[src/rtl/trsc_pkg.sv]
// Shared types and constants for the two-rotor substitution cipher.
// No dependencies; imported by every module of the block.
package trsc_pkg;

  localparam int unsigned LETTER_W = 5;
  localparam int unsigned CHAR_W   = 8;

  // ASCII landmarks
  localparam logic [CHAR_W-1:0] CHAR_UPPER_A = 8'h41;
  localparam logic [CHAR_W-1:0] CHAR_UPPER_Z = 8'h5a;
  localparam logic [CHAR_W-1:0] CHAR_LOWER_A = 8'h61;
  localparam logic [CHAR_W-1:0] CHAR_LOWER_Z = 8'h7a;
  localparam logic [CHAR_W-1:0] CASE_GAP     = 8'h20;

  typedef enum logic [1:0] {
    ACT_LOAD_ONE = 2'd0,
    ACT_LOAD_TWO = 2'd1,
    ACT_PROCESS  = 2'd2,
    ACT_RESTART  = 2'd3
  } action_t;

  typedef enum logic {
    DIR_ENCRYPT = 1'b0,
    DIR_DECRYPT = 1'b1
  } direction_t;

  typedef struct packed {
    action_t             action;
    logic [LETTER_W-1:0] entry_index;
    logic [LETTER_W-1:0] entry_letter;
    logic [CHAR_W-1:0]   char_in;
  } item_t;

  typedef struct packed {
    logic [CHAR_W-1:0] char_out;
    logic              was_letter;
  } result_t;

endpackage

[src/rtl/trsc_rotors.sv]
// Rotor tables, rotor offsets and the letter mapping datapath.
// Depends on trsc_pkg; instantiated by two_rotor_substitution_cipher_top.
module trsc_rotors import trsc_pkg::*; #(
  parameter int unsigned ALPHABET_SIZE = 26
) (
  input  logic       clk,
  input  logic       rst_n,
  input  direction_t direction,
  input  logic       step,
  input  item_t      item,
  output result_t    res
);

  localparam int unsigned IDX_W   = $clog2(ALPHABET_SIZE);
  localparam int unsigned SUM_W   = LETTER_W + 1;
  localparam int unsigned LUT_D   = 2 ** SUM_W;
  localparam logic [SUM_W-1:0] SIZE_S = SUM_W'(ALPHABET_SIZE);
  localparam logic [IDX_W-1:0] OFF_LAST  = IDX_W'(ALPHABET_SIZE - 1);
  localparam logic [LETTER_W-1:0] RUN_LAST = LETTER_W'(ALPHABET_SIZE - 2);

  logic [IDX_W-1:0] r1_fwd [ALPHABET_SIZE];
  logic [IDX_W-1:0] r1_inv [ALPHABET_SIZE];
  logic [IDX_W-1:0] r2_fwd [ALPHABET_SIZE];
  logic [IDX_W-1:0] r2_inv [ALPHABET_SIZE];

  logic [IDX_W-1:0]    off1_r, off1_nxt;
  logic [IDX_W-1:0]    off2_r, off2_nxt;
  logic [LETTER_W-1:0] run_r, run_nxt;

  logic [LETTER_W-1:0] mod_lut [LUT_D];

  logic                is_upper, is_letter, load_ok;
  logic [CHAR_W-1:0]   lc_char, p_full;
  logic [LETTER_W-1:0] p;
  logic [SUM_W-1:0]    sum;
  logic [IDX_W-1:0]    pos, x, inv, sub_off;
  logic [SUM_W-1:0]    y_wide;
  logic [IDX_W-1:0]    y;

  // Reduction modulo the alphabet size for small sums
  for (genvar g = 0; g < LUT_D; g++) begin : g_mod
    assign mod_lut[g] = LETTER_W'(g % ALPHABET_SIZE);
  end

  // Fold case and find the letter number
  always_comb begin
    is_upper  = (item.char_in >= CHAR_UPPER_A) && (item.char_in <= CHAR_UPPER_Z);
    lc_char   = is_upper ? (item.char_in + CASE_GAP) : item.char_in;
    is_letter = (lc_char >= CHAR_LOWER_A) && (lc_char <= CHAR_LOWER_Z);
    p_full    = lc_char - CHAR_LOWER_A;
    p         = p_full[LETTER_W-1:0];
  end

  // Two table lookups and the offset removal
  always_comb begin
    if (direction == DIR_ENCRYPT) begin
      sum     = SUM_W'(p) + SUM_W'(off1_r);
      pos     = mod_lut[sum][IDX_W-1:0];
      x       = r1_fwd[pos];
      inv     = r2_inv[x];
      sub_off = off2_r;
    end else begin
      sum     = SUM_W'(p) + SUM_W'(off2_r);
      pos     = mod_lut[sum][IDX_W-1:0];
      x       = r2_fwd[pos];
      inv     = r1_inv[x];
      sub_off = off1_r;
    end
    if (inv >= sub_off) begin
      y_wide = SUM_W'(inv) - SUM_W'(sub_off);
    end else begin
      y_wide = SUM_W'(inv) + SIZE_S - SUM_W'(sub_off);
    end
    y = y_wide[IDX_W-1:0];
  end

  // Result: mapped lower-case letter, or the byte passed through
  always_comb begin
    if (is_letter) begin
      res.char_out   = CHAR_LOWER_A + CHAR_W'(y);
      res.was_letter = 1'b1;
    end else begin
      res.char_out   = item.char_in;
      res.was_letter = 1'b0;
    end
  end

  // Offset and step counter next values
  always_comb begin
    off1_nxt = off1_r;
    off2_nxt = off2_r;
    run_nxt  = run_r;
    case (item.action)
      ACT_RESTART: begin
        off1_nxt = '0;
        off2_nxt = '0;
        run_nxt  = '0;
      end
      ACT_PROCESS: begin
        if (is_letter) begin
          off1_nxt = (off1_r == OFF_LAST) ? '0 : off1_r + 1'b1;
          if (run_r >= RUN_LAST) begin
            run_nxt  = '0;
            off2_nxt = (off2_r == OFF_LAST) ? '0 : off2_r + 1'b1;
          end else begin
            run_nxt = run_r + 1'b1;
          end
        end
      end
      default: begin
      end
    endcase
  end

  always_ff @(posedge clk) begin
    if (!rst_n) begin
      off1_r <= '0;
      off2_r <= '0;
      run_r  <= '0;
    end else if (step) begin
      off1_r <= off1_nxt;
      off2_r <= off2_nxt;
      run_r  <= run_nxt;
    end
  end

  // Load a table entry together with its inverse; drop out-of-range loads
  assign load_ok = ({1'b0, item.entry_index} < SIZE_S) &&
                   ({1'b0, item.entry_letter} < SIZE_S);

  always_ff @(posedge clk) begin
    if (step && load_ok) begin
      if (item.action == ACT_LOAD_ONE) begin
        r1_fwd[item.entry_index[IDX_W-1:0]]  <= item.entry_letter[IDX_W-1:0];
        r1_inv[item.entry_letter[IDX_W-1:0]] <= item.entry_index[IDX_W-1:0];
      end
      if (item.action == ACT_LOAD_TWO) begin
        r2_fwd[item.entry_index[IDX_W-1:0]]  <= item.entry_letter[IDX_W-1:0];
        r2_inv[item.entry_letter[IDX_W-1:0]] <= item.entry_index[IDX_W-1:0];
      end
    end
  end

endmodule

[src/rtl/two_rotor_substitution_cipher_top.sv]
// Top level of the two-rotor substitution cipher: handshakes, item and result registers.
// Depends on trsc_pkg and trsc_rotors.
//
//   channel  | ports                                                | direction
//   ---------+------------------------------------------------------+----------
//   in       | in_valid/in_ready, in_action, in_entry_index,         | sink
//            | in_entry_letter, in_char_in                           |
//   out      | out_valid/out_ready, out_char_out, out_was_letter    | source
//   cfg      | cfg_valid/cfg_ready, cfg_direction                   | sink
//
// One item per cycle unless a stalled result holds the item register.
// The combinational path is item register -> two rotor table reads -> result register.
// A stalled result holds in the result register while the item register keeps the next one.
// Synchronous active-low reset clears offsets, step counter, direction and valids;
// the rotor tables hold no reset and must be loaded before use.
module two_rotor_substitution_cipher_top import trsc_pkg::*; #(
  parameter int unsigned ALPHABET_SIZE = 26
) (
  input  logic                clk,
  input  logic                rst_n,
  input  logic                in_valid,
  output logic                in_ready,
  input  logic [1:0]          in_action,
  input  logic [LETTER_W-1:0] in_entry_index,
  input  logic [LETTER_W-1:0] in_entry_letter,
  input  logic [CHAR_W-1:0]   in_char_in,
  output logic                out_valid,
  input  logic                out_ready,
  output logic [CHAR_W-1:0]   out_char_out,
  output logic                out_was_letter,
  input  logic                cfg_valid,
  output logic                cfg_ready,
  input  logic                cfg_direction
);

  logic       item_valid_r;
  item_t      item_r;
  logic       res_valid_r;
  result_t    res_r;
  result_t    res_calc;
  direction_t dir_r;
  logic       needs_out, item_go;

  // Configuration register: always ready
  assign cfg_ready = 1'b1;

  always_ff @(posedge clk) begin
    if (!rst_n) begin
      dir_r <= DIR_ENCRYPT;
    end else if (cfg_valid) begin
      dir_r <= direction_t'(cfg_direction);
    end
  end

  // Advance the held item unless its result has nowhere to go
  assign needs_out = (item_r.action == ACT_PROCESS);
  assign item_go   = item_valid_r && (!needs_out || !res_valid_r || out_ready);
  assign in_ready  = !item_valid_r || item_go;

  always_ff @(posedge clk) begin
    if (!rst_n) begin
      item_valid_r <= 1'b0;
    end else if (in_ready) begin
      item_valid_r <= in_valid;
    end
  end

  always_ff @(posedge clk) begin
    if (in_valid && in_ready) begin
      item_r.action       <= action_t'(in_action);
      item_r.entry_index  <= in_entry_index;
      item_r.entry_letter <= in_entry_letter;
      item_r.char_in      <= in_char_in;
    end
  end

  trsc_rotors #(
    .ALPHABET_SIZE(ALPHABET_SIZE)
  ) u_rotors (
    .clk       (clk),
    .rst_n     (rst_n),
    .direction (dir_r),
    .step      (item_go),
    .item      (item_r),
    .res       (res_calc)
  );

  // Result register: load on a processed item, drop on transfer
  always_ff @(posedge clk) begin
    if (!rst_n) begin
      res_valid_r <= 1'b0;
    end else if (item_go && needs_out) begin
      res_valid_r <= 1'b1;
    end else if (out_ready) begin
      res_valid_r <= 1'b0;
    end
  end

  always_ff @(posedge clk) begin
    if (item_go && needs_out) begin
      res_r <= res_calc;
    end
  end

  assign out_valid      = res_valid_r;
  assign out_char_out   = res_r.char_out;
  assign out_was_letter = res_r.was_letter;

endmodule

[config.mk]
export PLATFORM = sky130hd
export DESIGN_NAME = two_rotor_substitution_cipher_top
export DESIGN_NICKNAME = d
export VERILOG_FILES = /design/src/rtl/trsc_pkg.sv /design/src/rtl/trsc_rotors.sv /design/src/rtl/two_rotor_substitution_cipher_top.sv
export SDC_FILE = /design/constraint.sdc
export NUM_CORES = 1
export LEC_CHECK = 0
export ABC_AREA = 1
export BUFFER_PORTS_ARGS = -buffer_cell sky130_fd_sc_hd__buf_2
export CORE_MARGIN = 10
export CORE_UTILIZATION = 40
export CTS_CLUSTER_DIAMETER = 80
export CTS_CLUSTER_SIZE = 24
export DETAILED_ROUTE_END_ITERATION = 10
export SYNTH_ARGS = -nofsm -noshare
export SYNTH_HDL_FRONTEND = slang
export SYNTH_HIERARCHICAL = 1
export SYNTH_SLANG_ARGS = --single-unit
[constraint.sdc]
create_clock -name clk -period 14.7 [get_ports clk]
set_clock_uncertainty 0.15 [all_clocks]
set_input_delay 0 -clock clk [delete_from_list [all_inputs] [get_ports clk]]
set_output_delay 0 -clock clk [all_outputs]
set_load 0.03 [all_outputs]
# After elaboration in Yosys (flattened, before gate mapping)

Memory sizes are Yosys's and may differ from the RTL's.
Cells that the tools add are included.
Widths: inputs -> output; s select.

Add/subtract/negate cells: 11
$mul: 0
Div/mod/pow operators: 0
$lt $le $gt $ge: 10
Eq/ne operators: 7
Shift-type cells: 0
Mux-type cells: 27
Bitwise logic cells: 2
Reductions and logical operators: 18

Operators with widths:

| cell                | count |
|---|---|
| $mux 5              | 14 |
| $pmux 5 s2          | 3 |
| $ge 8x7->1 const B  | 2 |
| $le 8x7->1 const B  | 2 |
| $add 5x1->5 const B | 3 |
| $ge 7x7->1 const B  | 2 |
| $not 6->7           | 2 |
| $add 5x5->6         | 2 |
| $eq 5x5->1 const B  | 2 |
| $lt 5x5->1 const B  | 2 |
| $sub 5x5->5         | 2 |
| $mux 9              | 1 |
| $add 7x5->8 const A | 1 |
| $add 8x6->8 const B | 1 |
| $mux 1              | 8 |
| $mux 8              | 1 |
| $logic_and 1x1->1   | 7 |
| $add 5x5->5 const B | 1 |
| $ge 5x5->1          | 1 |
| $ge 5x5->1 const B  | 1 |
| $sub 5x1->5 const B | 1 |
| $eq 2x2->1 const B  | 2 |
| $ne 2x1->1 const B  | 2 |
| $reduce_and 4->1    | 1 |
| 6 further kinds     | 11 |

Bits in registers: 47
Latch bits: 0
RAM bits: 520
Memory bits (read-only): 640
Bits of input ports: 26
Output and inout port bits: 12
Word-level logic and storage cells: 93
Memories kept: 6

Memory list:

| memory          | words | width | read ports | clocked after memory_dff | write ports | line              | RTL |
|---|---|---|---|---|---|---|---|
| (no name shown) | 64    | 5     | 1          | 0                        | 0           | trsc_rotors.sv:64 | `pos = mod_lut[sum][IDX_W-1:0];` |
| (no name shown) | 64    | 5     | 1          | 0                        | 0           | trsc_rotors.sv:58 | `pos = mod_lut[sum][IDX_W-1:0];` |
| u_rotors.r1_fwd | 26    | 5     | 1          | 0                        | 1           | trsc_rotors.sv:21 | `logic [IDX_W-1:0] r1_fwd [ALPHABET_SIZE];` |
| u_rotors.r1_inv | 26    | 5     | 1          | 0                        | 1           | trsc_rotors.sv:22 | `logic [IDX_W-1:0] r1_inv [ALPHABET_SIZE];` |
| u_rotors.r2_fwd | 26    | 5     | 1          | 0                        | 1           | trsc_rotors.sv:23 | `logic [IDX_W-1:0] r2_fwd [ALPHABET_SIZE];` |
| u_rotors.r2_inv | 26    | 5     | 1          | 0                        | 1           | trsc_rotors.sv:24 | `logic [IDX_W-1:0] r2_inv [ALPHABET_SIZE];` |

# Longest topological paths before layout

Gate-level depths: netlist (run 1).
An unclocked memory read counts as a cell.

Depth after elaboration: 17
Mapped depth: 45
Depth with buffers taken out: 44

# Cells and area by module

The synthesis (run 1) kept the hierarchy.

By module, submodules not included:

| module                            | instances | cells an instance | area an instance (sq um) | sequential area each (sq um) |
|---|---|---|---|---|
| trsc_rotors                       | 1         | 2337              | 24821.3                  | 15915.3 |
| two_rotor_substitution_cipher_top | 1         | 52                | 1037.2                   | 930.9 |

# Worst setup path after synthesis (run 1)

Ideal clock, no wire load.

Path type: register -> register
From: reg item_r[0] (netlist bit)
To: reg res_r (netlist bit out_char_out[4]), data pin
Library setup time: 0.263 ns
Data arrival time: 5.117 ns
Required time: 14.287 ns
Slack: 9.170 ns
Stages on the path, launching flop included: 41
Buffers on the path: 2
Period minus slack after synthesis: 5.530 ns
Cell sequence: edfxtp_1 inv_1 ha_1 inv_1 fa_1 inv_1 nand2_1 nand3_1 nand2_1 nand2_1 nand3_2 nand2_2 buf_4 nand2_1 nand3_1 nand3_1 nand3_1 nand2_4 (+5 left out) nand2_1 nand2_1 nor2_1 nor2_1 ha_1 a21oi_1 nand2_1 a211oi_1 o21bai_1 xor2_1 ha_1 inv_1 nor2_1 inv_1 nor2_1 a21oi_1 o21ai_0 o21ai_0

RTL lines:

| what                 | line                                     | RTL |
|---|---|---|
| from (decl)          | two_rotor_substitution_cipher_top.sv:37  | `item_t item_r;` |
| to (signal assigned) | two_rotor_substitution_cipher_top.sv:101 | `res_r <= res_calc;` |
| to (decl)            | two_rotor_substitution_cipher_top.sv:39  | `result_t res_r;` |

==> results of run 1 <==
[worst max-delay path, delay by kind of cell (launching register included)]
family                     cells  cell delay [ns]
AOI/OAI and AO/OA              8             1.29
xor gates and xnor gates       2             0.50
adders and majority gates      4             1.18
buffers and inverters          4             0.96
DFF                            1             0.46
and+or+nand+nor               18             3.44
[flip-flops by register name, indices dropped and copies added, names as in the netlist]
register / count
out_char_out: 8
item_valid_r: 1
u_rotors/r2_inv: 130
u_rotors/run_r: 5
u_rotors/r1_inv: 130
u_rotors/off1_r: 5
item_r: 20
out_was_letter: 1
u_rotors/r2_fwd: 130
dir_r: 1
out_valid: 1
u_rotors/r1_fwd: 130
u_rotors/off2_r: 5
[per-layer routing]
metal  vias up  global-route usage  wire length, um
met4         0             0.03846             1109
met2       557              0.2814            30600
li1       8333                   -                -
met5         -                   0                0
met3        71             0.01969             3927
met1      8464              0.2229            27620
[through the flow]
| stage | hold WS [ns] | setup WS (ns) | area (um2) | total power [mW] |
|---|---|---|---|---|
| 2_1_floorplan | -0.05654 | 9.170 | 25860 | 2.564 |
| 3_3_place_gp | 0.02651 | 6.717 | 26640 | 2.790 |
| 3_5_place_dp | 0.02813 | 6.493 | 26640 | 2.800 |
| 4_1_cts | 0.07384 | 6.441 | 28040 | 3.724 |
| 5_1_grt | 0.1150 | 5.663 | 28040 | 3.897 |
| 6_report | 0.1278 | 6.397 | 28040 | 3.704 |
[final cells by class]
class	count	area, um2
inverter	144	546.8
sequential	567	16850
clock buffer	40	809.5
timing repair buffer	107	833.3
multi-input combinational	1566	7821
tap	855	1070
clock inverter	9	115.1
fill	6018	36190
[path summary, 6_finish.rpt]
check / from / end / slack (ns)
max: item_r[0] / out_char_out[4] / 6.40
min: rst_n / u_rotors/off2_r[4] / 0.13
max reg2reg: item_r[0] / out_char_out[4] / 6.40
min reg2reg: u_rotors/run_r[4] / u_rotors/run_r[4] / 0.31
[timing repair]
item / in CTS / in global routing
setup endpoints to repair: 0 / 0
hold endpoints to repair: 38 / 0
hold buffers: 48 / 0
[logic make-up (layout without fill, tap and decap cells)]
| family | after synthesis | count (layout) | synth area share |
|---|---|---|---|
| multiplexers | 35 | 35 | 0.01355 |
| AO/OA/AOI/OAI | 167 | 167 | 0.04219 |
| other | 1 | 1 | 0.0001450 |
| AND/OR/NAND/NOR | 1315 | 1315 | 0.2229 |
| XOR/XNOR | 10 | 10 | 0.003387 |
| flip-flops | 567 | 567 | 0.6515 |
| buffers and inverters | 256 | 300 | 0.04655 |
| adder cells (fa/ha/maj) | 38 | 38 | 0.01984 |
[cells in the final DEF (no fill, tap or decap), types with 5 or more instances in the layout]
cell type and n:
a21oi_1 35, buf_2 36, buf_4 23, clkbuf_1 9
clkbuf_16 31, clkinv_1 6, dfxtp_1 18, dlygate4sd3_1 48
edfxtp_1 549, fa_1 5, ha_1 31, inv_1 118
inv_2 18, mux2i_1 35, nand2_1 606, nand2_2 20
nand3_1 387, nand3_2 10, nand3b_1 16, nor2_1 217
nor3_1 22, o211ai_1 54, o21ai_0 33, o21ai_1 14
o311ai_1 6, or2_2 19, xor2_1 8
[power breakdown]
part / leakage, nW / total (mW) / internal [mW] / switching, mW
combinational: 4.64 / 0.999 / 0.296 / 0.703
sequential: 5.10 / 1.78 / 1.78 / 0.00452
clock: 0.446 / 0.924 / 0.400 / 0.524
==> qor.log, run 1 <==
qor: placement.port_buffer_count 36
qor: synth.seq_area_frac_synth 0.6515
qor: cts.cts.clk_slew.worst_paths 0.10 ns
qor: sta.final_period_minus_worst_setup_slack 8.303 ns
qor: placement.final_estimated_routing_congestion_in_global_placement 0.8591
qor: placement.dpl.hpwl 39.90 mm
qor: die.die-width 274.3 um
qor: critical_path.slowest_delay 0.66 ns
qor: power.powerDensity 132.1 mW/mm2
qor: die.core_region_area 0.06423 mm2
qor: synth.postSynthNetCount 2453
qor: synth.biggest_area_consumer_among_synthesized_cells edfxtp_1
qor: placement.placedCellCount 3191
qor: die.top_level_ports 38
qor: critical_path.cp_max_fo 49
qor: finish.drive_above_1_share 0.07727
qor: synth.netlist_area 0.02586 mm2
qor: cts.clock_tree.root_cell clkbuf_16
qor: sta.achievable-frequency 120.4 MHz
qor: die.die_area 0.07522 mm2
qor: power.leakagePower 10.18 nW
qor: routing.antenna_left 0
qor: sta.hold_viol 0
qor: routing.drt_wl_cell 19.24 um
qor: synth.synth_most_common_cell nand2_1
qor: sta.relSlewSlack 0.2450
qor: critical_path.critPathKind reg2reg
qor: cts.cts_tree yes
qor: synth.synth_edf_count 549
qor: sta.report.final.setup_viol 0
qor: finish.final_net_count 2480
qor: grt.grtUsageTotal 0.1654
qor: die.floorplan.initialDensity 0.4026
qor: synth.post_synth_most_frequent_cells nand2_1, edfxtp_1, nand3_1
qor: grt.grt_pass1_wl 98.49 mm
qor: synth.postSynth.topFlopCell edfxtp_1
qor: cts.cts_repair_resize_count 0
qor: grt.grt_overflow 0
qor: cts.cts_setup_buffers 0
qor: die.fp-row-count 93
qor: critical_path.worstPathArrival 8.55 ns
qor: grt.grt_start_max_net_pins 71
qor: routing.post_drt_via_cell_ratio 5.300
qor: cts.clock-sinks 567
qor: power.peakVddDrop 0.00009768 V
qor: sta.maxSlewViolCount 0
qor: grt.first_global_vias 16977
qor: routing.route.final.wire_length 63.26 mm
qor: min_path.hold_path_class in2reg
qor: status.outcome complete, no violations
qor: cts.worst_skew_pair.late_latency 0.64 ns
qor: cts.number_of_buffers_created_by_cts 30
qor: finish.final_cells 3288
qor: synth.asyncSetResetFlopFracSynth 0
qor: synth.synth_top_area_share 0.6375
qor: routing.route.vias.total 17425
qor: sta.totalNegativeSetupSlack 0 ns
qor: critical_path.slowest_stage inv_2
qor: finish.syn2layout_area_growth 8.443%
qor: routing.detailedRoute.firstIterationViolations 1642
qor: synth.synth.area.top_cells edfxtp_1, nand2_1, nand3_1
qor: critical_path.worst-r2r-cell-count 36
qor: job.number_of_maximum_capacitance_violations 0
qor: grt.grt_antenna_before_repair 0
qor: cts.clock_tree.buffer_depth 3
qor: synth.synth_cell_type_count 48
qor: routing.remaining_drc_errors 0
qor: synth.syn_area_per_cell 10.82 um2
qor: critical_path.critical_path.endpoint_type flip-flop
qor: critical_path.critical_path.most_common_cell nor2_1
qor: synth.yosysWarningCount 6
qor: routing.first_drt_pass_iteration_count 5
qor: sta.tightest_pin_transition 1.128 ns
qor: cts.cts_max_level 1
qor: min_path.hold-path-cell-count 4
qor: finish.utilization 0.4366
qor: die.dieHeight 274.3 um
qor: sta.grt_setup_unrepaired no
qor: finish.antenna_cells 0
qor: sta.finalCritPeriodShare 0.5648
qor: synth.synthesis_stage_register_bit_count 567
qor: critical_path.start_kind flip-flop
qor: critical_path.required 14.95 ns
qor: synth.syn_inst 2389
Note: power is estimated with default switching activity, not from simulation.
==> run 2: changes to the inputs <==
--- a/config.mk
+++ b/config.mk
@@ -5,7 +5,7 @@
 export SDC_FILE = /design/constraint.sdc
 export NUM_CORES = 1
 export LEC_CHECK = 0
-export ABC_AREA = 1
+export ABC_AREA = 0
 export BUFFER_PORTS_ARGS = -buffer_cell sky130_fd_sc_hd__buf_2
 export CORE_MARGIN = 10
 export CORE_UTILIZATION = 40
==> constraint.sdc (replaced) <==
create_clock -name clk -period 8.2 [get_ports clk]
set_clock_uncertainty 0.15 [all_clocks]
set_input_delay 0 -clock clk [delete_from_list [all_inputs] [get_ports clk]]
set_output_delay 0 -clock clk [all_outputs]
set_load 0.03 [all_outputs]
==> run 2 against run 1 <==
- critical path depth is 2 lower
- clock-buffer cell count shrank 9
- synthesized cell count decreased by 25%
- largest power group unchanged
- non-clock buffer count rose by 91
- sequential power rose by 79%
- clock power rose by 76%
- global-route usage about the same
- critical path type unchanged
- setup slack worse by 6.1 ns
==> qor.log, run 2 <==
qor: power.p_sw_frac 0.2975
qor: grt.grt_pass1_wl 95.48 mm
qor: grt.grt_antenna_before_repair 0
qor: synth.postSynth.topFlopCell edfxtp_1
qor: synth.synth.area.top_cells edfxtp_1, mux2i_1, nand2_1
qor: synth.synth_most_common_cell edfxtp_1
qor: grt.first_global_vias 15425
qor: critical_path.critical_path.endpoint_type flip-flop
qor: sta.tightest_pin_transition 1.156 ns
qor: grt.grt_start_max_net_pins 61
qor: min_path.hold_path_class in2reg
qor: cts.cts_max_level 1
qor: power.share_of_total_power_in_the_clock_network 0.242
qor: routing.first_drt_pass_iteration_count 7
qor: cts.number_of_buffers_created_by_cts 30
qor: synth.synth_cell_type_count 96
qor: power.power 6.747 mW
qor: synth.postSynthNetCount 1867
qor: critical_path.cp_max_fo 14
qor: critical_path.critPathKind reg2reg
qor: critical_path.worstPathArrival 8.09 ns
qor: die.die_area 0.07342 mm2
qor: grt.grtUsageTotal 0.1651
qor: placement.dpl_worst_slack -0.1733 ns
qor: power.switching_power 2.007 mW
qor: sta.relSlewSlack 0.2247
qor: die.floorplan.initialDensity 0.4060
qor: synth.synth_edf_count 549
qor: placement.final_estimated_routing_congestion_in_global_placement 0.8911
qor: synth.synthMuxAreaShare 0.08840
qor: finish.filler_cell_count 5423
qor: finish.final_cells 2797
qor: sta.report.final.setup_viol 0
qor: routing.drt_wl_cell 22.87 um
qor: synth.seq_area_frac_synth 0.6687
qor: die.fp-row-count 91
qor: die.core_region_area 0.06205 mm2
qor: finish.syn2layout_area_growth 13.78%
qor: finish.antenna_cells 0
qor: cts.clock-sinks 567
qor: synth.synth_simple_gate_area_share 0.09575
qor: sta.setup_slack 0.3153 ns
qor: cts.clock_tree.buffer_depth 3
qor: power.power_frac_comb 0.284
qor: power.internal-power 4.740 mW
qor: job.number_of_maximum_capacitance_violations 0
qor: finish.final_net_count 2015
qor: power.powerDensity 235.4 mW/mm2
qor: synth.biggest_area_consumer_among_synthesized_cells edfxtp_1
qor: critical_path.start_kind flip-flop
qor: synth.synth_top_area_share 0.6544
qor: synth.asyncSetResetFlopFracSynth 0
qor: synth.main_combinational_cell_family_by_area_after_synthesis simple AND/OR/NAND/NOR gates
qor: cts.cts.clk_slew.worst_paths 0.08 ns
qor: critical_path.slowest_delay 0.47 ns
qor: sta.maxSlewViolCount 0
qor: sta.hold_viol 0
qor: synth.yosysWarningCount 6
qor: sta.achievable-frequency 126.8 MHz
qor: sta.finalCritPeriodShare 0.9615
qor: finish.final_cell_mix edfxtp_1, nand2_1, nor2_1
qor: status.outcome complete, no violations
qor: synth.netlist_area 0.02519 mm2
qor: power.leakagePower 9.790 nW
qor: synth.post_synth_xor_area_fraction 0.01098
qor: placement.port_buffer_count 36
qor: routing.antenna_left 0
qor: finish.drive_above_1_share 0.1663
qor: placement.detailed_place.area 0.02673 mm2
qor: synth.synth-compound-area-share 0.09232
qor: routing.post_drt_via_cell_ratio 5.686
qor: sta.final_period_minus_worst_setup_slack 7.885 ns
qor: cts.clock_tree.root_cell clkbuf_16
qor: power.peakVddDrop 0.0001648 V
qor: routing.route.vias.total 15905
qor: finish.utilization 0.4620
qor: die.die-width 271.0 um
qor: sta.worst_hold_slack 0.08235 ns
qor: placement.dpl.hpwl 40.78 mm
qor: die.dieHeight 271.0 um
qor: sta.totalNegativeSetupSlack 0 ns
qor: routing.route.final.wire_length 63.96 mm
qor: synth.syn_area_per_cell 13.97 um2
qor: synth.post_synth_most_frequent_cells edfxtp_1, nand2_1, nor2_1
qor: grt.grt_overflow 0
qor: routing.remaining_drc_errors 0
qor: placement.placedCellCount 2679
qor: cts.worst_skew_pair.late_latency 0.61 ns
qor: critical_path.setup.reg_to_reg.worst_slack 0.32 ns
qor: critical_path.required 8.41 ns
qor: synth.adder_cell_fraction_of_synth_area 0.02036
qor: finish.layout.cells.most_common edfxtp_1
qor: power.sequential_power_share 0.473
qor: die.top_level_ports 38
qor: synth.syn_inst 1803
qor: routing.detailedRoute.firstIterationViolations 1856
qor: cts.cts_tree yes
qor: synth.synthesis_stage_register_bit_count 567
qor: critical_path.slowest_stage mux4_2
qor: finish.summed_area_of_non_filler_cells_in_the_final_layout 0.02867 mm2
run 2: changes by cell type in the layout (fill, tap and decap cells not counted), moves of 52 or more:
cell	previous run	this run
nor2_1	217	165
nand3_1	387	45
mux2i_1	35	146
nand2_1	606	189
inv_1	118	28
buf_4	23	103
run 2: worst paths after layout:
| kind | startpoint | endpoint | cells past startpoint |
|---|---|---|---|
| setup reg to reg | item_r[0] | out_char_out[5] | 34 |
| hold / removal | out_ready | out_char_out[1] | 3 |
| hold reg to reg | u_rotors/run_r[4] | u_rotors/run_r[4] | 2 |
| setup / recovery | item_r[0] | out_char_out[5] | 34 |
run 2: layout make-up:
type / instances / area, um2 / share of cell area
Clock buffer: 31 / 775.7 / 0.02706
Timing Repair Buffer: 198 / 1648 / 0.05748
Tap cell: 837 / 1047 / 0.03653
Sequential cell: 567 / 16850 / 0.5877
Inverter: 30 / 112.6 / 0.003928
Multi-Input combinational cell: 1124 / 8107 / 0.2828
Clock inverter: 10 / 130.1 / 0.004539
run 2: worst max-delay path, delay by kind of cell, from the launching register on:
| kind | cells | cell delay [ns] |
|---|---|---|
| compound gates | 7 | 1.30 |
| flops | 1 | 0.43 |
| xor+xnor | 3 | 0.64 |
| buf+inv | 5 | 0.80 |
| mux | 4 | 1.13 |
| simple gates | 11 | 2.16 |
| fa+ha+maj | 4 | 0.99 |
run 2: cells by family (layout without fill, tap and decap cells):
| group | after synthesis | in the layout |
|---|---|---|
| buffers and inverters | 115 | 269 |
| AND/OR/NAND/NOR | 529 | 532 |
| flip-flops | 567 | 567 |
| other | 1 | 1 |
| AO/OA/AOI/OAI | 320 | 320 |
| XOR/XNOR | 30 | 30 |
| multiplexers | 203 | 203 |
| adder cells (fa/ha/maj) | 38 | 38 |
run 2: power groups by stage:
stage	Combinational [mW]	Clock, mW	Sequential, mW
2_1_floorplan	1.17	0	3.28
3_3_place_gp	1.76	0	3.26
3_5_place_dp	1.77	0	3.26
4_1_cts	1.80	1.67	3.19
5_1_grt	2.06	1.78	3.20
6_report	1.92	1.63	3.19
run 2: routing by layer:
layer	global-route usage	wire length, um
met5	0	0
met4	0.03911	1469
met3	0.02073	4049
met2	0.2655	29780
met1	0.2345	28660
run 2: timing repair:
action / 4_1_cts / 5_1_grt
endpoints found under the setup margin: 6 / 7
hold endpoints to repair: 58 / 0
hold buffers: 47 / 0
pin swaps: 1 / 13
resized for setup: 3 / 66
cloned: 0 / 5
buffers inserted: 3 / 22
